### src/rtl/core/sst_pkg.sv
// shared types and constants for the step sequencer trigger
`default_nettype none

package sst_pkg;

    localparam int FRAME_W   = 24;
    localparam int ACTION_W  = 3;
    localparam int NSTEPS_W  = 5;
    localparam int TIDX_W    = 4;
    localparam int PATTERN_W = 16;
    localparam int STEPIDX_W = 4;
    localparam int MASK_W    = 4;

    typedef enum logic [ACTION_W-1:0] {
        ACT_TICK      = 3'd0,
        ACT_START     = 3'd1,
        ACT_STOP      = 3'd2,
        ACT_SET_LEN   = 3'd3,
        ACT_SET_COUNT = 3'd4,
        ACT_WR_TRACK  = 3'd5
    } action_t;

endpackage

`default_nettype wire

### src/rtl/core/step_sequencer_trigger.sv
// step sequencer trigger: frame/step counters, track patterns and trigger output
`default_nettype none

// Step sequencer trigger. Each input transfer carries one action: a frame
// tick, start, stop, a new step length (in frames), a new step count, or a
// pattern write for one track. While running, every tick counts one frame;
// when the frame count reaches the step length the step counter advances,
// wraps at the active step count and arms a trigger. The next running tick
// with the trigger armed produces one output transfer carrying the current
// step and the mask of tracks whose pattern bit is set at that step (only
// the first four tracks appear in the mask). Changing the step count clears
// every pattern. Rate: one action per cycle while input ready is high;
// each action is finished by one pass of logic (a 24-bit increment, compare
// and subtract on the frame counter) into the state and output registers;
// a tick's result goes to the output register, or to the skid register if
// the output register still holds one. A two-entry output stage (output
// register plus skid register) lets input transfers continue while a result
// waits; input ready drops only when both entries hold results.
module step_sequencer_trigger
    import sst_pkg::*;
#(
    parameter int TRACKS    = 4,
    parameter int MAX_STEPS = 16
)
(
    input  wire  logic                  clk,
    input  wire  logic                  rst_n,

    input  wire  logic                  in_valid,
    output logic                        in_ready,
    input  wire  logic [ACTION_W-1:0]   action,
    input  wire  logic [FRAME_W-1:0]    step_length,
    input  wire  logic [NSTEPS_W-1:0]   num_steps,
    input  wire  logic [TIDX_W-1:0]     track_index,
    input  wire  logic [PATTERN_W-1:0]  pattern_bits,

    output logic                        out_valid,
    input  wire  logic                  out_ready,
    output logic [STEPIDX_W-1:0]        step_index,
    output logic [MASK_W-1:0]           track_mask
);

    // the active step count must hold the reset count of sixteen even for small
    // MAX_STEPS, so size the step registers for whichever is larger
    localparam int STEP_CAP    = (MAX_STEPS > 16) ? MAX_STEPS : 16;
    localparam int STEP_W      = $clog2(STEP_CAP);
    localparam int ACTIVE_W    = $clog2(STEP_CAP + 1);
    localparam int MASK_TRACKS = (TRACKS < MASK_W) ? TRACKS : MASK_W;

    // sequencer state
    logic                 running_reg,   running_next;
    logic                 pending_reg,   pending_next;
    logic [FRAME_W-1:0]   frame_reg,     frame_next;
    logic [FRAME_W-1:0]   fps_reg,       fps_next;
    logic [STEP_W-1:0]    step_reg,      step_next;
    logic [ACTIVE_W-1:0]  active_reg,    active_next;
    logic [PATTERN_W-1:0] pattern_reg  [TRACKS];
    logic [PATTERN_W-1:0] pattern_next [TRACKS];

    // output stage: main register and skid register
    logic                 out_valid_reg,  out_valid_next;
    logic [STEPIDX_W-1:0] out_step_reg,   out_step_next;
    logic [MASK_W-1:0]    out_mask_reg,   out_mask_next;
    logic                 skid_valid_reg, skid_valid_next;
    logic [STEPIDX_W-1:0] skid_step_reg,  skid_step_next;
    logic [MASK_W-1:0]    skid_mask_reg,  skid_mask_next;

    logic                 accept;
    logic                 emit;
    logic [STEPIDX_W-1:0] emit_step;
    logic [MASK_W-1:0]    emit_mask;
    logic [FRAME_W-1:0]   frame_inc;
    logic [STEP_W:0]      step_plus;
    logic [ACTIVE_W-1:0]  nsteps_sat;
    logic                 pop;

    assign in_ready   = !skid_valid_reg;
    assign accept     = in_valid && in_ready;
    assign pop        = out_valid_reg && out_ready;

    assign out_valid  = out_valid_reg;
    assign step_index = out_step_reg;
    assign track_mask = out_mask_reg;

    // frame and step arithmetic for a tick
    assign frame_inc  = frame_reg + FRAME_W'(1);
    assign step_plus  = {1'b0, step_reg} + (STEP_W + 1)'(1);
    assign nsteps_sat = (int'(num_steps) > MAX_STEPS) ? ACTIVE_W'(MAX_STEPS)
                                                      : ACTIVE_W'(num_steps);

    // result of a tick: current step and the sounding tracks
    assign emit_step = step_reg[STEPIDX_W-1:0];

    always_comb
    begin
        emit_mask = '0;
        if (int'(step_reg) < PATTERN_W)
        begin
            for (int t = 0; t < MASK_TRACKS; t++)
            begin
                emit_mask[t] = pattern_reg[t][step_reg[STEPIDX_W-1:0]];
            end
        end
    end

    // next state for the accepted action
    always_comb
    begin
        running_next = running_reg;
        pending_next = pending_reg;
        frame_next   = frame_reg;
        fps_next     = fps_reg;
        step_next    = step_reg;
        active_next  = active_reg;
        pattern_next = pattern_reg;
        emit         = 1'b0;

        if (accept)
        begin
            case (action)
                ACT_TICK:
                begin
                    if (running_reg)
                    begin
                        emit = pending_reg &&
                               ({1'b0, step_reg} < (STEP_W + 1)'(active_reg));
                        pending_next = 1'b0;
                        frame_next   = frame_inc;
                        if (frame_inc >= fps_reg)
                        begin
                            frame_next   = frame_inc - fps_reg;
                            pending_next = 1'b1;
                            if (step_plus >= (STEP_W + 1)'(active_reg))
                                step_next = '0;
                            else
                                step_next = step_plus[STEP_W-1:0];
                        end
                    end
                end
                ACT_START:
                begin
                    if (!running_reg)
                    begin
                        step_next    = '0;
                        frame_next   = '0;
                        fps_next     = step_length;
                        pending_next = 1'b1;
                        running_next = 1'b1;
                    end
                end
                ACT_STOP:
                begin
                    running_next = 1'b0;
                end
                ACT_SET_LEN:
                begin
                    fps_next = step_length;
                end
                ACT_SET_COUNT:
                begin
                    // a changed count wipes every pattern
                    if (nsteps_sat != active_reg)
                    begin
                        active_next = nsteps_sat;
                        for (int t = 0; t < TRACKS; t++)
                        begin
                            pattern_next[t] = '0;
                        end
                    end
                end
                ACT_WR_TRACK:
                begin
                    for (int t = 0; t < TRACKS; t++)
                    begin
                        if (int'(track_index) == t)
                            pattern_next[t] = pattern_bits;
                    end
                end
                default:
                begin
                end
            endcase
        end
    end

    // output stage: refill from skid on pop, else park a new result
    always_comb
    begin
        out_valid_next  = out_valid_reg;
        out_step_next   = out_step_reg;
        out_mask_next   = out_mask_reg;
        skid_valid_next = skid_valid_reg;
        skid_step_next  = skid_step_reg;
        skid_mask_next  = skid_mask_reg;

        if (skid_valid_reg)
        begin
            if (pop)
            begin
                out_step_next   = skid_step_reg;
                out_mask_next   = skid_mask_reg;
                skid_valid_next = 1'b0;
            end
        end
        else
        begin
            if (pop)
                out_valid_next = 1'b0;
            if (emit)
            begin
                if (!out_valid_reg || pop)
                begin
                    out_valid_next = 1'b1;
                    out_step_next  = emit_step;
                    out_mask_next  = emit_mask;
                end
                else
                begin
                    skid_valid_next = 1'b1;
                    skid_step_next  = emit_step;
                    skid_mask_next  = emit_mask;
                end
            end
        end
    end

    always_ff @(posedge clk or negedge rst_n)
    begin
        if (!rst_n)
        begin
            running_reg    <= 1'b0;
            pending_reg    <= 1'b0;
            frame_reg      <= '0;
            fps_reg        <= '0;
            step_reg       <= '0;
            active_reg     <= ACTIVE_W'(16);
            for (int t = 0; t < TRACKS; t++)
            begin
                pattern_reg[t] <= '0;
            end
            out_valid_reg  <= 1'b0;
            skid_valid_reg <= 1'b0;
        end
        else
        begin
            running_reg    <= running_next;
            pending_reg    <= pending_next;
            frame_reg      <= frame_next;
            fps_reg        <= fps_next;
            step_reg       <= step_next;
            active_reg     <= active_next;
            pattern_reg    <= pattern_next;
            out_valid_reg  <= out_valid_next;
            skid_valid_reg <= skid_valid_next;
        end
    end

    // result payload, no reset needed
    always_ff @(posedge clk)
    begin
        out_step_reg  <= out_step_next;
        out_mask_reg  <= out_mask_next;
        skid_step_reg <= skid_step_next;
        skid_mask_reg <= skid_mask_next;
    end

endmodule

`default_nettype wire
### config.mk
export PLATFORM = sky130hd
export DESIGN_NAME = step_sequencer_trigger
export DESIGN_NICKNAME = d
export VERILOG_FILES = /design/src/rtl/core/sst_pkg.sv /design/src/rtl/core/step_sequencer_trigger.sv
export SDC_FILE = /design/constraint.sdc
export NUM_CORES = 1
export LEC_CHECK = 0
export BUFFER_PORTS_ARGS = -buffer_cell sky130_fd_sc_hd__buf_2
export CAP_MARGIN = 20
export CORE_MARGIN = 2
export CORE_UTILIZATION = 41
export DETAILED_ROUTE_END_ITERATION = 8
export PLACE_DENSITY = 0.56
export SETUP_SLACK_MARGIN = 0.3
export SYNTH_ARGS = -nofsm -noshare
export SYNTH_HDL_FRONTEND = slang
export SYNTH_SLANG_ARGS = --single-unit
### constraint.sdc
create_clock -name clk -period 4 [get_ports clk]
set_input_delay 1 -clock clk [delete_from_list [all_inputs] [get_ports clk]]
set_output_delay 1 -clock clk [all_outputs]
set_load 0.005 [all_outputs]
**After elaboration in Yosys (flattened, before gate mapping)**

Cells that the tools add are included.

- Add/sub/neg operators: 3
- Magnitude comparators: 5
- Equal/unequal tests: 18
- Multiplexer cells: 49
- Bitwise operators: 2
- Reduce and logical (&&, ||, !) cells: 25

Operator list:

| operator | number |
|---|---|
| $pmux 64 s2 | 1 |
| $mux 24 | 4 |
| $pmux 24 s2 | 2 |
| $mux 16 | 4 |
| $mux 64 | 1 |
| $mux 4 | 12 |
| $add 24x1->24 const B | 1 |
| $ge 24x24->1 | 1 |
| $sub 24x24->24 | 1 |
| $reduce_and 4->1 | 5 |
| $mux 1 | 17 |
| $bmux 1 s4 | 4 |
| $ne 2x2->1 const B | 8 |
| $reduce_and 3->1 | 4 |
| $reduce_bool 2->1 | 6 |
| $eq 4x3->1 const B | 2 |
| $pmux 4 s2 | 1 |
| $eq 3x2->1 const B | 2 |
| $eq 3x3->1 const B | 2 |
| $add 4x1->5 const B | 1 |
| $ge 5x5->1 | 1 |
| $gt 5x5->1 const B | 1 |
| $lt 4x5->1 | 1 |
| $lt 4x5->1 const B | 1 |
| other kinds (14) | 19 |

- Register bits: 141
- Logic and storage cells: 118

**Longest topological paths before layout**

Gate-level depths: netlist (run 1).

- Depth in word-level cells: 7
- Mapped depth: 18
- Mapped depth without buffers: 16

**Worst setup path before layout (run 1)**

OpenSTA, ideal clock, no wires.

- Path kind: reg-to-reg
- Start point: register frame_reg[0]
- End point: register frame_reg[22]
- Setup time: 0.066 ns
- Arrival: 3.575 ns
- Path slack: 0.359 ns
- Stages on the path, launching flop included: 18
- Clock period less this slack: 3.641 ns
- Cell sequence: dfrtp_1 > ha_1 > nand3_1 > nor2_1 > and3_1 > and3_1 > nand3_1 > xnor2_1 > ha_1 > clkbuf_1 > nand4_1 > nor3_1 > o21ai_0 > a21o_1 > nor3b_4 > nand2b_4 > a2111oi_0 > a221o_1

- Longest elaborated chain between the ends: 5
- Elaborated cells between the ends (all ways): 6
- Those cells by class: 2 x add/sub; 1 x order compare; 3 x mux

RTL lines:

| what | RTL line | text |
|---|---|---|
| start, declared | step_sequencer_trigger.sv:53 | `logic [FRAME_W-1:0] frame_reg, frame_next;` |
| start signal, assigned | step_sequencer_trigger.sv:248 | `frame_reg <= frame_next;` |
| $add 24x1->24 (*) | step_sequencer_trigger.sv:86 | `assign frame_inc = frame_reg + FRAME_W'(1);` |
| $sub 24x24->24 or $ge 24x24->1 (tied branches) | step_sequencer_trigger.sv:131, step_sequencer_trigger.sv:129 |  |
| $mux 24 (*) | step_sequencer_trigger.sv:129 | `if (frame_inc >= fps_reg)` |
| $mux 24 (*) | step_sequencer_trigger.sv:123 | `if (running_reg)` |
| $pmux 24 s2 (*) | step_sequencer_trigger.sv:120 | `case (action)` |

Mark *: on every way between the ends. The rest lies on a longest branch, timed or not. The select of a mux whose other input is x is not followed.
A chain may end at the register's enable or synchronous reset.

**Final worst setup path (run 1)**

- Start point: register frame_reg[2]
- End point: register frame_reg[22]

Same word-level chain as after synthesis.

==> impl_metrics.csv, run 1 <==
group,metric,value,unit
critical_path,crit_type,"flip-flop to flip-flop",
synthesis,syn_inst,776,
route,first_pass_iters,7,
clocking,clk_pin_slew,0.07,ns
sta,grt_setup_unrepaired,"no",
critical_path,cp.arrival,3.95,ns
synthesis,synthTopCellsByCount,"124 x dfrtp_1, 95 x mux2_2, 56 x nand2_1",
synthesis,ys_ff_latch,141,
layout,area.growth.synth_to_final,18.3,%
clocking,cts_hold_buf,0,
route,routed_wl,20300,um
global_route,grt_max_degree,58,
critical_path,crit_path_max_incr_delay,0.37,ns
critical_path,rr_endpoint,"frame_reg[22]",
global_route,first_global_vias,6448,
floorplanning,ios,66,
critical_path,startpoint,"frame_reg[2]",
synthesis,ys_seq_area_share,43.4,%
critical_path,rrSetupSlack,0.36,ns
clocking,insertion_delay,0.44,ns
sta,relSlewSlack,45.8,%
critical_path,crit_path_max_fanout,7,
clocking,clk_path_buf_depth,2,
sta,setup_violations,0,
synthesis,synth_top_area_cell,"dfrtp_1",
power_and_ir_drop,powerDensity,471,nW/um2
place,io_buffers,65,
power_and_ir_drop,leakagePower,4.58,nW
synthesis,synth_area_leaders,"dfrtp_1 37%, mux2_2 13%, edfxtp_1 5.8%",
sta,holdWs,0.508,ns
synthesis,syn-num-nets,868,
place,gp_congestion,0.854,
synthesis,yosysUniqueCellTypes,70,
power_and_ir_drop,internal-power,3.05,mW
worst_hold_path,hp-class,"flip-flop to flip-flop",
route,route.detailed.drc,0,
floorplanning,initial_utilization,41.4,%
floorplanning,core,20100,um2
route,vias,6311,
power_and_ir_drop,p_comb_share,27.8,%
power_and_ir_drop,peakVddDrop,0.283,mV
route,first_iter_violations,387,
sta,tns,0,ns
critical_path,reg2reg_from,"frame_reg[2]",
sta,fmax,275,MHz
power_and_ir_drop,p_sw_share,34.1,%
clocking,cts.sinks,141,
sta,period_share,91.1,%
layout,drive_gt1_share,30.7,%
critical_path,cp-start-kind,"flip-flop",
layout,largest_reg_flops,64,
synthesis,synth_top_cell_area_share,37.3,%
sta,finalCriticalPeriod,3.64,ns
critical_path,path_cells,"and4_2 > nand4_2 > nor3_2 > and3_1 > xor2_1 > ha_2 > a21oi_2 > o21ai_1 > o21ba_2 > nor3b_4 > nand2b_4 > a2111oi_4 > a221o_1",
critical_path,slowest_stage,"dfrtp_1",
critical_path,r2r.worst_path.cells,13,
worst_hold_path,hold_depth,1,
floorplanning,fp-row-count,52,
floorplanning,die_area,21400,um2
clocking,clock-root-buffer,"clkbuf_16",
job,drv_cap,0,
synthesis,syn_area,8320,um2
sta,finalHoldViolCount,0,
synthesis,avgSynthCellArea,10.7,um2
global_route,globalRouteOverflowTotal,0,
floorplanning,die_y,146,um
route,wl_per_cell,17.8,um
global_route,grt.total_usage,19.4,%
power_and_ir_drop,power_frac_seq,37.6,%
global_route,grt_first_pass_wirelength,33300,um
outcome,status,"finished clean",
clocking,htree_num_levels,4,
sta,final-max-slew-violation-count,0,
critical_path,required,4.31,ns
synthesis,synth_flop_cell,"dfrtp_1",
global_route,antenna_found_initial,0,
sta,fin_skew,0.0193,ns
place,dp_hpwl,14600,um
layout,fillCellCount,1803,
route,antenna_left,0,
route,viasPerCell,5.54,
critical_path,cp_num_buf_inv,0,
clocking,cts_made_buffers,17,
clocking,cts_tree,"yes",
layout,antenna_cells,0,
sta,tightestPinTransition,0.813,ns
synthesis,synth_edf_count,16,
worst_hold_path,hold_end,"pattern_reg[50]",
synthesis,yosys_warnings,0,
synthesis,ys_async_sr_fraction,88.7,%
power_and_ir_drop,pwr-share-clk,34.6,%
critical_path,cp-end-kind,"flip-flop",
power_and_ir_drop,netSwitchingPower,1.58,mW
worst_hold_path,min_from,"pattern_reg[50]",
floorplanning,die_w,146,um
layout,seqCellArea,3610,um2
layout,multi_input_area,4560,um2
critical_path,cpLargestDelayFamily,"simple AND/OR/NAND/NOR gates",
layout,nets,949,
synthesis,synth_most_common_cell,"dfrtp_1",
==> per-layer routing <==
layer / vias up / global-route usage (%) / routed length (um)
met5: - / 0 / 0
met4: 0 / 7.72 / 580
met3: 40 / 4.34 / 840
met2: 173 / 33.3 / 10300
met1: 3116 / 23.6 / 8540
li1: 2982 / - / -
==> through the flow <==
step | setup slack (ns) | power (mW) | utilization [%] | instance area, um2 | cells
after CTS | 0.311 | 4.63 | 48.2 | 9690 | 1134
final | 0.357 | 4.63 | 48.9 | 9840 | 1140
after floorplan | 0.359 | 2.65 | - | 8320 | 776
after global routing | 0.261 | 4.90 | 48.9 | 9840 | 1140
after global placement | 0.265 | 2.97 | 44.8 | 9000 | 1099
after detailed placement | 0.0273 | 3.00 | 44.8 | 9000 | 1099
==> worst max-delay path by stage <==
stage / cells past startpoint / endpoint / slack [ns]
final: 13 / frame_reg[22] / 0.36
after detailed placement: 14 / frame_reg[22] / 0.03
after global routing: 13 / frame_reg[22] / 0.26
after CTS: 16 / frame_reg[22] / 0.31
after floorplan: 17 / frame_reg[22] / 0.36
after global placement: 14 / frame_reg[22] / 0.27
==> timing repair <==
action / in CTS / in global routing
gates resized for setup: 13 / 21
pin swaps: 1 / 4
gates cloned: 1 / 0
hold endpoints to repair: 0 / 0
buffers inserted: 2 / 6
endpoints found under the setup margin: 17 / 27
==> final cells by class <==
class                   instances  area share (%)
flip-flops and latches        141            36.7
clock buffers                  17            4.32
repair buffers                 94            5.71
clock inverters                15            2.00
multi-input cells             565            46.3
inverters                      38            1.50
well taps                     270            3.43
==> power groups by stage <==
stage	Combinational (mW)	Sequential, mW	Clock (mW)
floorplan	0.926	1.73	0
global placement	1.21	1.76	0
detailed placement	1.23	1.77	0
CTS	1.25	1.74	1.64
global route	1.43	1.76	1.71
finish	1.29	1.74	1.60
==> logic make-up after synthesis <==
family | Yosys count | share of synthesized area (%)
adder cells (fa/ha/maj) | 36 | 5.50
multiplexers | 122 | 17.3
buffers and inverters | 71 | 3.65
AND/OR/NAND/NOR | 200 | 12.6
flip-flops | 141 | 43.4
AO/OA/AOI/OAI | 159 | 12.6
XOR/XNOR | 47 | 4.95
==> cells in the final DEF, fill, tap and decap left out, types with 9 or more instances in the layout <==
| cell type | n |
|---|---|
| xor2_1 | 20 |
| and3_1 | 9 |
| mux2i_1 | 19 |
| a21o_1 | 14 |
| mux2_2 | 95 |
| a21oi_1 | 35 |
| nor2_1 | 36 |
| nand2_1 | 56 |
| nand3_1 | 10 |
| nand4_1 | 14 |
| and2_1 | 22 |
| buf_2 | 64 |
| o21ai_0 | 40 |
| clkbuf_16 | 17 |
| buf_4 | 28 |
| inv_1 | 37 |
| edfxtp_1 | 16 |
| ha_1 | 31 |
| dfrtp_1 | 123 |
| xnor2_1 | 21 |
Note: power is estimated with default switching activity, not from simulation.
==> inputs of run 2 (changes only) <==
--- a/config.mk
+++ b/config.mk
@@ -10,7 +10,7 @@
 export CORE_MARGIN = 2
 export CORE_UTILIZATION = 41
 export DETAILED_ROUTE_END_ITERATION = 8
-export PLACE_DENSITY = 0.56
+export PLACE_DENSITY = 0.58
 export SETUP_SLACK_MARGIN = 0.3
 export SYNTH_ARGS = -nofsm -noshare
 export SYNTH_HDL_FRONTEND = slang
==> constraint.sdc (replaced) <==
create_clock -name clk -period 3.15 [get_ports clk]
set_input_delay 0.7875 -clock clk [delete_from_list [all_inputs] [get_ports clk]]
set_output_delay 0.7875 -clock clk [all_outputs]
set_load 0.005 [all_outputs]
==> run 2 against run 1 <==
Against the previous run: clock skew down 0.0032 ns; final cell count is 7.9% higher; via count increased by 2.8%; largest cell class unchanged; the flow now finishes with violations (setup timing); critical path depth is the same.
==> impl_metrics.csv, run 2 (synthesis results as in run 1) <==
group,metric,value,unit
floorplanning,ios,66,
floorplanning,die_area,21400,um2
sta,fin_skew,0.0161,ns
clocking,htree_num_levels,4,
layout,area.growth.synth_to_final,30.0,%
clocking,clk_path_buf_depth,2,
place,gp_congestion,0.837,
route,antenna_left,0,
layout,drive_gt1_share,40.5,%
route,wl_per_cell,16.8,um
critical_path,crit_type,"flip-flop to flip-flop",
critical_path,crit_path_max_incr_delay,0.40,ns
critical_path,cp.arrival,3.62,ns
route,first_pass_iters,4,
floorplanning,die_w,146,um
critical_path,slowest_stage,"or3_4",
route,vias,6490,
global_route,grt_first_pass_wirelength,33600,um
route,viasPerCell,5.28,
global_route,grt_max_degree,70,
critical_path,cp-start-kind,"flip-flop",
global_route,first_global_vias,6551,
sta,setup_violations,27,
layout,final_common_cell,"dfrtp_1",
layout,antenna_cells,0,
place,dp_hpwl,15000,um
clocking,cts_tree,"yes",
sta,tightestPinTransition,1.10,ns
outcome,violations,"setup timing",
floorplanning,die_y,146,um
route,routed_wl,20700,um
sta,finalHoldViolCount,0,
sta,setup_slack,-0.171,ns
sta,final-max-slew-violation-count,0,
critical_path,cpLargestDelayFamily,"simple AND/OR/NAND/NOR gates",
power_and_ir_drop,powerDensity,577,nW/um2
critical_path,path_cells,"and4_4 > nand4_4 > or3_4 > nor3_4 > xor2_1 > ha_1 > nand4_1 > o21bai_1 > o21ba_4 > nor3b_4 > nand2b_4 > a2111oi_4 > a221o_1",
global_route,antenna_found_initial,0,
critical_path,cp-end-kind,"flip-flop",
clocking,cts.sinks,141,
sta,relSlewSlack,26.7,%
outcome,status,"finished with violations",
sta,finalCriticalPeriod,3.32,ns
layout,largest_reg_flops,64,
power_and_ir_drop,leakagePower,5.11,nW
place,place_ws,-0.271,ns
critical_path,required,3.45,ns
global_route,globalRouteOverflowTotal,0,
floorplanning,fp-row-count,52,
clocking,insertion_delay,0.43,ns
layout,most-common-layout-cells,"122 x dfrtp_1, 108 x buf_4, 95 x mux2_2",
floorplanning,core,20100,um2
sta,grt_setup_unrepaired,"yes",
worst_hold_path,hp-class,"input pin to async pin",
sta,tns,-2.37,ns
critical_path,cp_num_buf_inv,0,
clocking,cts_made_buffers,17,
power_and_ir_drop,p_total,6.24,mW
critical_path,crit_path_max_fanout,5,
place,io_buffers,65,
route,first_iter_violations,309,
job,drv_cap,0,
route,route.detailed.drc,0,
power_and_ir_drop,peakVddDrop,0.342,mV
sta,fmax,301,MHz
floorplanning,initial_utilization,41.4,%
sta,period_share,105,%
clocking,cts_hold_buf,0,
clocking,clock-root-buffer,"clkbuf_16",
global_route,grt.total_usage,19.7,%
layout,nets,1039,
clocking,clk_pin_slew,0.07,ns
-- run 2: changes by cell type in the layout (fill, tap and decap cells not counted), moves of 5 or more --
| cell | change |
|---|---|
| buf_6 | +7 |
| xnor2_1 | -5 |
| inv_8 | +5 |
| xnor2_2 | +5 |
| buf_4 | +80 |
| o21ai_1 | +13 |
| o21ai_0 | -13 |
-- run 2: where the power goes --
part           leakage, nW  internal [mW]  switching (mW)  total (mW)
clock                0.295           1.08           0.955        2.03
combinational         3.02           1.00           0.998        2.00
sequential            1.80           2.05           0.150        2.20
-- run 2: per-layer routing --
layer	GRT usage, %	wire length [um]	share of wire (%)	vias to the layer above
met1	25.6	9610	47	3213
met2	34.2	10300	50	98
li1	-	-	-	3154
met5	0	0	0	-
met4	5.87	306	1.5	0
met3	2.97	438	2.1	25
-- run 2: area by class of cell --
| class | count | area (um2) |
|---|---|---|
| Multi-Input combinational cell | 565 | 4810 |
| Sequential cell | 141 | 3610 |
| Fill cell | 1806 | 9290 |
| Inverter | 38 | 148 |
| Timing Repair Buffer | 184 | 1300 |
| Clock buffer | 17 | 425 |
| Tap cell | 270 | 338 |
| Clock inverter | 15 | 185 |
-- run 2: final timing paths --
kind	slack, ns	depth (start not counted)	from	endpoint
worst min register to register	0.51	1	fps_reg[21]	fps_reg[21]
min in group clk	0.51	1	fps_reg[21]	fps_reg[21]
max in group asynchronous	2.29	2	rst_n	pattern_reg[36]
worst max-delay path	-0.17	13	frame_reg[3]	frame_reg[22]
worst min-delay path	0.23	1	rst_n	active_reg[0]
worst max register to register	-0.17	13	frame_reg[3]	frame_reg[22]
-- run 2: what timing repair did --
action / CTS / global route
pin swaps: 19 / 27
gates resized for setup: 25 / 41
buffers inserted: 5 / 11
setup endpoints to repair: 29 / 29
gates cloned: 1 / 0
-- run 2: through the flow --
step                std cells  util (%)  hold slack (ns)  instance area [um2]
floorplan                 776         -            0.449                 8450
detailed placement       1181      48.5            0.493                 9760
finish                   1230      53.8            0.225                10800
CTS                      1219      52.5            0.217                10500
global route             1230      53.8            0.225                10800
global placement         1181      48.5            0.487                 9760
==> inputs of run 3 (changes only) <==
--- a/config.mk
+++ b/config.mk
@@ -9,6 +9,7 @@
 export CAP_MARGIN = 20
 export CORE_MARGIN = 2
 export CORE_UTILIZATION = 41
+export CTS_BUF_LIST = sky130_fd_sc_hd__clkbuf_4
 export DETAILED_ROUTE_END_ITERATION = 8
 export PLACE_DENSITY = 0.58
 export SETUP_SLACK_MARGIN = 0.3
==> run 3 against run 2 <==
Against the previous run: the run still ends with setup timing left; combinational power shrank 3%; wire length shrank 2.8%; flip-flop and latch count is the same; final cell count shrank 0.41%; critical path type unchanged; critical endpoint unchanged.
==> impl_metrics.csv, run 3 (synthesis results as in run 1) <==
group,metric,value,unit
clocking,cts.sinks,141,
floorplanning,fp-row-count,52,
layout,area.growth.synth_to_final,24.6,%
layout,nets,1033,
sta,finalHoldViolCount,0,
layout,final_util,51.6,%
sta,tns,-3.30,ns
clocking,clk_pin_slew,0.15,ns
place,gp_congestion,0.837,
floorplanning,initial_utilization,41.4,%
power_and_ir_drop,p_total,5.36,mW
route,first_pass_iters,4,
critical_path,path_cells,"and4_4 > nand4_4 > or3_4 > nor3_4 > xor2_1 > ha_1 > nand4_1 > o21bai_1 > o21ba_4 > nor3b_4 > nand2b_4 > a2111oi_4 > a221o_1",
job,drv_cap,0,
worst_hold_path,hp-class,"input pin to async pin",
route,vias,6374,
sta,fin_skew,0.0295,ns
floorplanning,die_area,21400,um2
sta,tightestPinTransition,1.08,ns
critical_path,crit_path_max_fanout,5,
sta,fmax,299,MHz
clocking,cts_hold_buf,0,
critical_path,startpoint,"frame_reg[2]",
layout,drive_gt1_share,38.7,%
power_and_ir_drop,leakagePower,4.91,nW
critical_path,cpLargestDelayFamily,"simple AND/OR/NAND/NOR gates",
route,first_iter_violations,308,
clocking,htree_num_levels,4,
global_route,first_global_vias,6530,
critical_path,cp-end-kind,"flip-flop",
outcome,violations,"setup timing",
sta,setup_violations,27,
place,place_ws,-0.271,ns
route,route.detailed.drc,0,
route,wl_per_cell,16.4,um
critical_path,cp-start-kind,"flip-flop",
place,dpl_cell_area,9760,um2
global_route,grt_max_degree,70,
floorplanning,ios,66,
layout,most-common-layout-cells,"123 x dfrtp_1, 106 x buf_4, 95 x mux2_2",
route,antenna_left,0,
power_and_ir_drop,powerDensity,517,nW/um2
route,routed_wl,20100,um
layout,final_cell_area,10400,um2
clocking,clock-root-buffer,"clkbuf_4",
layout,final_cells,1225,
floorplanning,die_y,146,um
critical_path,crit_path_max_incr_delay,0.44,ns
global_route,globalRouteOverflowTotal,0,
place,io_buffers,65,
sta,setup_slack,-0.193,ns
sta,final-max-slew-violation-count,0,
clocking,cts_tree,"yes",
critical_path,reg2reg_from,"frame_reg[2]",
sta,finalCriticalPeriod,3.34,ns
floorplanning,core,20100,um2
place,dp.cells,1181,
layout,largest_reg_flops,64,
outcome,status,"finished with violations",
route,viasPerCell,5.20,
clocking,cts_made_buffers,17,
sta,holdWs,0.0885,ns
power_and_ir_drop,peakVddDrop,0.295,mV
global_route,antenna_found_initial,1,
critical_path,cp.arrival,3.77,ns
critical_path,slowest_stage,"or3_4",
clocking,insertion_delay,0.56,ns
global_route,grt_first_pass_wirelength,33400,um
critical_path,required,3.58,ns
layout,final_common_cell,"dfrtp_1",
global_route,grt.total_usage,19.5,%
floorplanning,die_w,146,um
critical_path,cp_num_buf_inv,0,
place,dp_hpwl,15000,um
clocking,clk_path_buf_depth,2,
sta,period_share,106,%
critical_path,crit_type,"flip-flop to flip-flop",
sta,relSlewSlack,28.0,%
sta,grt_setup_unrepaired,"yes",
==> run 3: timing repair <==
action	CTS	global route
buffers inserted	5	5
resized for setup	25	20
pin swaps	19	11
setup endpoints to repair	29	29
gates cloned	1	0
==> run 3: metal layers <==
layer / global-route usage, % / routed length [um]
met5: 0 / 0
met2: 34.3 / 10000
met1: 25.4 / 9310
met3: 3.13 / 568
met4: 4.27 / 184
==> run 3: layout make-up <==
type | count | area, um2
tap | 270 | 338
inverter | 38 | 148
sequential | 141 | 3610
clock inverter | 15 | 185
multi-input combinational | 565 | 4720
clock buffer | 17 | 128
timing repair buffer | 178 | 1230
fill | 1862 | 9740
antenna | 1 | 2.50
==> run 3: worst paths after layout <==
kind	depth (start not counted)	slack [ns]	endpoint
max in group asynchronous	2	2.42	pattern_reg[39]
max	13	-0.19	frame_reg[22]
min in group clk	2	0.45	skid_valid_reg
max reg2reg	13	-0.19	frame_reg[22]
min	1	0.09	active_reg[0]
min reg2reg	1	0.52	fps_reg[21]
==> run 3: power breakdown <==
group          total (mW)  internal [mW]  switching (mW)
clock                1.23          0.382           0.847
sequential           2.20           2.05           0.148
combinational        1.93          0.969           0.961
total                5.36           3.40            1.96
==> run 3: worst register-to-register path, cell delays in order, from the launching register on <==
cell	delay [ns]
dfrtp_1	0.37
and4_4	0.28
nand4_4	0.12
or3_4	0.44
nor3_4	0.22
xor2_1	0.18
ha_1	0.28
nand4_1	0.15
o21bai_1	0.12
o21ba_4	0.18
nor3b_4	0.31
nand2b_4	0.27
a2111oi_4	0.06
a221o_1	0.28
